`config.mk`:
```
export PLATFORM = sky130hd
export DESIGN_NAME = rht_best
export DESIGN_NICKNAME = d
export VERILOG_FILES = /design/src/rtl/rht_pkg.sv /design/src/rtl/rht_best.sv
export SDC_FILE = /design/constraint.sdc
export NUM_CORES = 1
export LEC_CHECK = 0
export BUFFER_PORTS_ARGS = -buffer_cell sky130_fd_sc_hd__clkbuf_2
export CAP_MARGIN = 10
export CORE_UTILIZATION = 44
export CTS_BUF_LIST = sky130_fd_sc_hd__clkbuf_4
export CTS_CLUSTER_SIZE = 20
export DETAILED_ROUTE_END_ITERATION = 8
export MAX_ROUTING_LAYER = met4
export PLACE_DENSITY = 0.79
export SETUP_SLACK_MARGIN = 0.1
export SKIP_CTS_REPAIR_TIMING = 1
export SLEW_MARGIN = 20
export SYNTH_ARGS = -nofsm -noshare
export SYNTH_HDL_FRONTEND = slang
export SYNTH_SLANG_ARGS = --single-unit
```
`constraint.sdc`:
```
create_clock -name clk -period 2.7 [get_ports clk]
set_input_delay 0.27 -clock clk [delete_from_list [all_inputs] [get_ports clk]]
set_output_delay 0.27 -clock clk [all_outputs]
set_load 0.01 [all_outputs]
```
`src/rtl/rht_pkg.sv`:
```
`timescale 1ns / 1ps

package rht_pkg;

    localparam int unsigned CoordWidth  = 16;
    localparam int unsigned KeyWidth    = 16;
    localparam int unsigned EntityWidth = 32;

    typedef struct packed {
        logic signed [CoordWidth-1:0] cursor_x;
        logic signed [CoordWidth-1:0] cursor_y;
        logic signed [CoordWidth-1:0] region_left;
        logic signed [CoordWidth-1:0] region_top;
        logic signed [CoordWidth-1:0] region_width;
        logic signed [CoordWidth-1:0] region_height;
        logic                         region_enabled;
        logic signed [KeyWidth-1:0]   region_layer;
        logic signed [KeyWidth-1:0]   region_depth_order;
        logic        [KeyWidth-1:0]   region_sequence;
        logic        [EntityWidth-1:0] region_entity;
        logic                         last_region;
    } region_t;

    typedef struct packed {
        logic                          valid;
        logic signed [KeyWidth-1:0]    layer;
        logic signed [KeyWidth-1:0]    depth_order;
        logic        [KeyWidth-1:0]    seq_num;
        logic        [EntityWidth-1:0] entity;
    } best_t;

endpackage

```
`src/rtl/rht_best.sv`:
```
`timescale 1ns / 1ps

module rht_best (
    input  logic             clk,
    input  logic             rst_n,
    input  logic             advance,
    input  logic             hit,
    input  rht_pkg::region_t region,
    output rht_pkg::best_t   merged
);
    import rht_pkg::*;

    best_t best_reg;
    best_t best_next;
    best_t candidate;
    logic  outranks;
    logic  take;

    // A later region must be strictly higher on the first key that differs.
    always_comb
    begin
        if (region.region_layer != best_reg.layer)
        begin
            outranks = region.region_layer > best_reg.layer;
        end
        else if (region.region_depth_order != best_reg.depth_order)
        begin
            outranks = region.region_depth_order > best_reg.depth_order;
        end
        else
        begin
            outranks = region.region_sequence > best_reg.seq_num;
        end

        candidate.valid       = 1'b1;
        candidate.layer       = region.region_layer;
        candidate.depth_order = region.region_depth_order;
        candidate.seq_num     = region.region_sequence;
        candidate.entity      = region.region_entity;

        take   = hit && (!best_reg.valid || outranks);
        merged = take ? candidate : best_reg;

        if (!advance)
        begin
            best_next = best_reg;
        end
        else if (region.last_region)
        begin
            best_next = '0;
        end
        else
        begin
            best_next = merged;
        end
    end

    always_ff @(posedge clk or negedge rst_n)
    begin
        if (!rst_n)
        begin
            best_reg <= '0;
        end
        else
        begin
            best_reg <= best_next;
        end
    end
endmodule

```
==> results of run 1 <==
==> synthesized netlist by cell type, types with 2 or more instances <==
| cell type | n |
|---|---|
| o211ai_1 | 2 |
| buf_2 | 14 |
| a22o_1 | 44 |
| nand3_1 | 3 |
| a21oi_1 | 17 |
| buf_6 | 9 |
| clkbuf_1 | 20 |
| o21ai_0 | 51 |
| nand2_1 | 153 |
| inv_1 | 83 |
| nand4b_1 | 37 |
| or3_1 | 2 |
| o221ai_1 | 36 |
| a211oi_1 | 3 |
| dfrtp_1 | 81 |
| ha_1 | 48 |
| nor2b_1 | 5 |
| nor2_1 | 2 |
| nand4_1 | 12 |
==> worst max-delay path: cells and delay by family, from the launching register on <==
family,cells,cell delay [ns]
and+or+nand+nor,2,0.55
buffers and inverters,3,0.40
adders and majority gates,1,0.33
AOI/OAI and AO/OA,6,1.26
DFF,1,0.38
==> path summary, 6_finish.rpt <==
kind,slack [ns],from,end,depth (start not counted)
min,0.08,region[76],best_reg[75]$_DFFE_PN0P_,2
min in group asynchronous,0.35,rst_n,best_reg[44]$_DFFE_PN0P_,2
max reg2reg,-0.58,best_reg[44]$_DFFE_PN0P_,best_reg[61]$_DFFE_PN0P_,15
max in group asynchronous,1.56,rst_n,best_reg[58]$_DFFE_PN0P_,3
max,-0.95,best_reg[55]$_DFFE_PN0P_,merged[71],12
min reg2reg,0.51,best_reg[36]$_DFFE_PN0P_,best_reg[36]$_DFFE_PN0P_,1
==> metrics by stage <==
stage,std cells,worst slack (ns)
floorplan,652,0.0630
global placement,1058,-0.501
CTS,1074,-1.03
finish,1116,-0.954
global route,1116,-1.09
detailed placement,1058,-0.523
==> routing by layer <==
layer,GRT usage,wire [um],vias to the layer above
met3,0.0461,1490,85
met2,0.389,10600,315
li1,-,-,2912
met4,0.0693,941,0
met1,0.325,8490,3077
met5,-,0,-
==> final cells by class <==
cell class | instances | area, sq um
clock buffers | 9 | 67.6
inverters | 83 | 312
multi-input cells | 445 | 3860
well taps | 168 | 210
repair buffers | 323 | 2540
flip-flops and latches | 81 | 2030
fillers | 830 | 3160
clock inverters | 7 | 37.5
==> power groups by stage <==
stage / clock [mW] / sequential [mW] / combinational (mW)
floorplan: 0 / 1.44 / 0.861
CTS: 0.633 / 1.43 / 1.48
global placement: 0 / 1.45 / 1.44
finish: 0.646 / 1.45 / 1.95
global route: 0.722 / 1.46 / 2.08
detailed placement: 0 / 1.45 / 1.47
==> kinds of logic after synthesis <==
logic type | synth area share
simple gates | 0.205
fa+ha+maj | 0.108
buf+inv | 0.102
compound gates | 0.222
flops | 0.363
==> impl_metrics.json, run 1 <==
{
  "status": "complete, but fails checks",
  "violations": "setup timing",
  "ys_dominant_reg_cell": "dfrtp_1",
  "hold_path.class": "in2reg",
  "grt_usage": 0.247,
  "hpwl_mm": 11.6,
  "grt_pass1_wl_mm": 24.7,
  "clock_skew_ns": 0.0388,
  "total_leakage_power_nw": 4.40,
  "fmax_mhz": 274,
  "final_max_slew_viol_count": 0,
  "cp_slowest_stage_delay_ns": 0.45,
  "drtIter0Drc": 387,
  "grt-ovfl-total": 0,
  "num_rows": 40,
  "vdd_drop_max_v": 0.000235,
  "hold_viol_final": 0,
  "post-route-period-util": 1.35,
  "die_area_sq_um": 13100,
  "antenna_left": 0,
  "grt_max_degree": 65,
  "maxCapViolCount": 0,
  "synth_cell_type_count": 49,
  "routedWlPerCell_um": 19.2,
  "required_ns": 2.43,
  "end_kind": "output pin",
  "avgSynthCellArea_sq_um": 8.57,
  "synth_top_area_frac": 0.363,
  "finalPower_mw": 4.04,
  "power_frac_comb": 0.482,
  "setup-violations-final": 160,
  "rsz0062_at_grt": "yes",
  "power.switching_mw": 1.56,
  "die_h_um": 115,
  "first_global_vias": 5257,
  "intPower_mw": 2.48,
  "largest_reg_flops": 81,
  "swShare": 0.386,
  "worst_ep_arrival_time_ns": 3.38,
  "seq_area_frac_synth": 0.363,
  "setup_tns_ns": -104.24,
  "ys_ff_latch": 81,
  "min_period_ns": 3.65,
  "portBuffers": 165,
  "powerDensity_nw_per_um2": 447,
  "post-route-drc-count": 0,
  "clk_latency_ns": 0.47,
  "vias": 6389,
  "start_util": 0.457,
  "netlist_instances": 652,
  "io_pins": 263,
  "final_area_sq_um": 9050,
  "worstPathMaxFanout": 11,
  "placed_area_sq_um": 7670,
  "cp_cell_sequence": "inv_1 -> ha_1 -> a21oi_1 -> o21ai_1 -> o2bb2ai_2 -> or4_4 -> a31oi_4 -> o21a_4 -> buf_12 -> nand2_1 -> o21ai_2 -> buf_2",
  "nets": 1173,
  "syn_nets": 882,
  "root_buffer": "clkbuf_4",
  "wl_mm": 21.5,
  "relSlewSlack": 0.570,
  "antenna_cells": 0,
  "numCtsBuffers": 9,
  "via_per_inst": 5.72,
  "seqPwrFrac": 0.358,
  "synthArstFlopShare": 1.00,
  "drtPass1Iterations": 5,
  "ys_warn_count": 0,
  "fin_hold_ws_ns": 0.0782,
  "antenna_found_initial": 0,
  "yosys-top-cells-area": "dfrtp_1, ha_1, nand2_1",
  "cp_slowest_cell": "or4_4",
  "clkPwrFrac": 0.160,
  "die_w_um": 115,
  "most-common-layout-cells": "nand2_1, buf_4, clkbuf_2",
  "final_common_cell": "nand2_1",
  "synth_area_leader_cell": "dfrtp_1",
  "synth_edf_count": 0,
  "htree_levels": 3,
  "cp-start-kind": "flop",
  "tritoncts": "done",
  "worst_slack_ns": -0.954,
  "fin_util": 0.741,
  "netlist_area_sq_um": 5590,
  "layout-drive-gt1-share": 0.503,
  "cts_sinks": 81,
  "gp_congestion": 0.889,
  "clk_path_buf_depth": 2,
  "core_sq_um": 12200,
  "syn2layout_area_growth_pct": 62.1,
  "critical_path_class": "reg2out",
  "worst_pin_slew_ns": 0.645,
  "clk_pin_slew_ns": 0.17
}
(Power assumes the default switching activity.)
==> inputs of run 2 (changes only) <==
ABC_AREA = 1   (was default)
CORE_UTILIZATION = 45   (was 44)
GPL_ROUTABILITY_DRIVEN = 0   (was default)
==> run 2 against run 1 <==
Net effect:
- the run still ends with setup timing left
- wire length is 14% lower
- die area is 9.2% higher
- fmax is 12% higher
- synthesized cell count is 46% higher
- global-route usage is 2.3 points lower
- register-to-register slack improved by 0.70 ns
- clock power is 70% higher
- final cell count rose by 20%
- non-clock buffer count fell by 93
- utilization decreased by 7.6 points
- critical endpoint is now merged[43]
==> impl_metrics.json, run 2 <==
{
  "synthSimpleGateAreaFrac": 0.413,
  "wl_met3_mm": 1.18,
  "hold_path.class": "in2reg",
  "largest_reg_flops": 81,
  "top_layer": "met4",
  "synthArstFlopShare": 1.00,
  "antenna_found_initial": 1,
  "routedWlPerCell_um": 13.8,
  "maxCapViolCount": 0,
  "synth_xor_area_frac": 0,
  "io_pins": 263,
  "cts_sinks": 81,
  "worst_ep_arrival_time_ns": 3.00,
  "final_max_slew_viol_count": 0,
  "htree_levels": 3,
  "powerDensity_nw_per_um2": 484,
  "synth_mux_area_frac": 0,
  "setup-violations-final": 81,
  "ys_ff_latch": 81,
  "synth_top_family_by_area": "simple AND/OR/NAND/NOR gates",
  "die_h_um": 120,
  "finalPower_mw": 4.32,
  "wirelength_met1_mm": 7.98,
  "synth_edf_count": 0,
  "multi_input_area_sq_um": 3950,
  "drtPass1Iterations": 7,
  "worst_pin_slew_ns": 0.904,
  "total_leakage_power_nw": 5.13,
  "nets": 1383,
  "cp_slowest_cell": "dfrtp_1",
  "end_kind": "output pin",
  "fin_hold_ws_ns": 0.136,
  "die_w_um": 120,
  "die_area_sq_um": 14400,
  "rr_worst_depth": 17,
  "grt_usage": 0.224,
  "grt_max_degree": 82,
  "yosys-top-cells-area": "dfrtp_1, nand2_1, nand3_1",
  "wl_mm": 18.4,
  "cp_cell_sequence": "inv_1 -> ha_1 -> nand2_1 -> inv_2 -> nand3_2 -> nor3_2 -> nand2_1 -> nand2_1 -> nand2_1 -> a21oi_4 -> buf_12 -> nand2_8 -> nand2_8 -> buf_8 -> nand2_1 -> and2_1 -> clkbuf_2",
  "synth_area_leader_cell": "dfrtp_1",
  "worst_slack_ns": -0.567,
  "synth_fa_ha_area_frac": 0.0961,
  "avgSynthCellArea_sq_um": 6.58,
  "via_per_inst": 5.01,
  "vdd_drop_max_v": 0.000331,
  "final_common_cell": "nand2_1",
  "yosysMostFrequentCell": "nand2_1",
  "critical_path_class": "reg2out",
  "num_rows": 42,
  "min_period_ns": 3.27,
  "portBuffers": 165,
  "wl_met2_mm": 8.84,
  "seq_area_sq_um": 2030,
  "cp-start-kind": "flop",
  "grt_pass1_wl_mm": 25.2,
  "hold_viol_final": 0,
  "seq_area_frac_synth": 0.324,
  "synth-compound-area-share": 0.0264,
  "start_util": 0.466,
  "most-common-layout-cells": "nand2_1, inv_1, nand3_1",
  "worstPathMaxFanout": 9,
  "syn_nets": 1180,
  "layout-drive-gt1-share": 0.315,
  "numCtsBuffers": 9,
  "antenna_left": 0,
  "tritoncts": "done",
  "fillers": 1115,
  "clk_latency_ns": 0.46,
  "post-route-period-util": 1.21,
  "cp_slowest_stage_delay_ns": 0.37,
  "yosys-top-cells-count": "nand2_1, inv_1, nand3_1",
  "core_sq_um": 13400,
  "synth_top_area_frac": 0.324,
  "hpwl_mm": 10.5,
  "fmax_mhz": 306,
  "clock_skew_ns": 0.0138,
  "netlist_area_sq_um": 6250,
  "grt-ovfl-total": 0,
  "drtIter0Drc": 410,
  "root_buffer": "clkbuf_4",
  "hold_depth": 5,
  "netlist_instances": 950,
  "clk_pin_slew_ns": 0.13,
  "violations": "setup timing",
  "vias": 6692,
  "synth_cell_type_count": 24,
  "required_ns": 2.43,
  "syn2layout_area_growth_pct": 42.8,
  "post-route-drc-count": 0,
  "cpMostUsedCell": "nand2_1",
  "status": "complete, but fails checks",
  "setup_tns_ns": -42.74,
  "ys_dominant_reg_cell": "dfrtp_1",
  "first_global_vias": 5579,
  "clk_path_buf_depth": 2,
  "relSlewSlack": 0.398,
  "ys_warn_count": 0,
  "rsz0062_at_grt": "yes"
}
run 2: cell count changes after synthesis, sizes merged, moves of 8 or more:
cell,previous run,this run
nand2,153,299
a22o,44,0
nand3,4,169
nand4b,37,0
nor2,2,15
o221ai,36,0
nand4,12,2
buf,25,17
and2,0,80
inv,83,181
o21ai,54,4
run 2: worst paths after layout:
path                                          start                        to  slack [ns]
max in group asynchronous                     rst_n  best_reg[39]$_DFFE_PN0P_        1.75
min reg2reg                 best_reg[3]$_DFFE_PN0P_   best_reg[3]$_DFFE_PN0P_        0.49
max                        best_reg[75]$_DFFE_PN0P_                merged[43]       -0.57
min in group asynchronous                     rst_n  best_reg[66]$_DFFE_PN0P_        0.40
min                                      region[31]  best_reg[30]$_DFFE_PN0P_        0.14
max reg2reg                best_reg[75]$_DFFE_PN0P_  best_reg[52]$_DFFE_PN0P_        0.12
run 2: where the power goes:
group / switching [mW] / internal [mW] / leakage, nW
combinational: 0.950 / 0.855 / 3.95
sequential: 0.0698 / 1.34 / 1.07
clock: 0.438 / 0.663 / 0.118
run 2: per-stage QoR:
stage / instances / setup slack (ns) / utilization / cell area [sq um]
2_1_floorplan: 950 / 0.528 / - / 6250
3_3_place_gp: 1293 / -0.0102 / 0.558 / 7480
3_5_place_dp: 1293 / -0.0743 / 0.558 / 7480
4_1_cts: 1309 / -0.615 / 0.575 / 7710
5_1_grt: 1335 / -0.773 / 0.666 / 8920
6_report: 1335 / -0.567 / 0.666 / 8920
run 2: per-layer routing:
metal	GRT usage	up-vias
met2	0.375	238
met1	0.279	3086
met3	0.0271	29
met5	-	-
li1	-	3339
met4	0.0773	0
run 2: layout make-up:
| type | instances | area share |
|---|---|---|
| flip-flops and latches | 81 | 0.227 |
| clock inverters | 6 | 0.0173 |
| repair buffers | 230 | 0.204 |
| clock buffers | 10 | 0.00842 |
| well taps | 176 | 0.0247 |
| multi-input cells | 650 | 0.442 |
| diodes | 1 | 0.000281 |
| inverters | 181 | 0.0762 |
run 2: worst max-delay path: cells and delay by family (launching register included):
kind,cells,cell delay (ns)
AO/OA/AOI/OAI,1,0.24
adder cells (fa/ha/maj),1,0.30
buffers and inverters,5,0.58
flip-flops,1,0.37
AND/OR/NAND/NOR,10,1.04
run 2: kinds of logic after synthesis:
group / after synthesis
compound gates: 30
fa+ha+maj: 48
buf+inv: 222
flops: 81
simple gates: 569
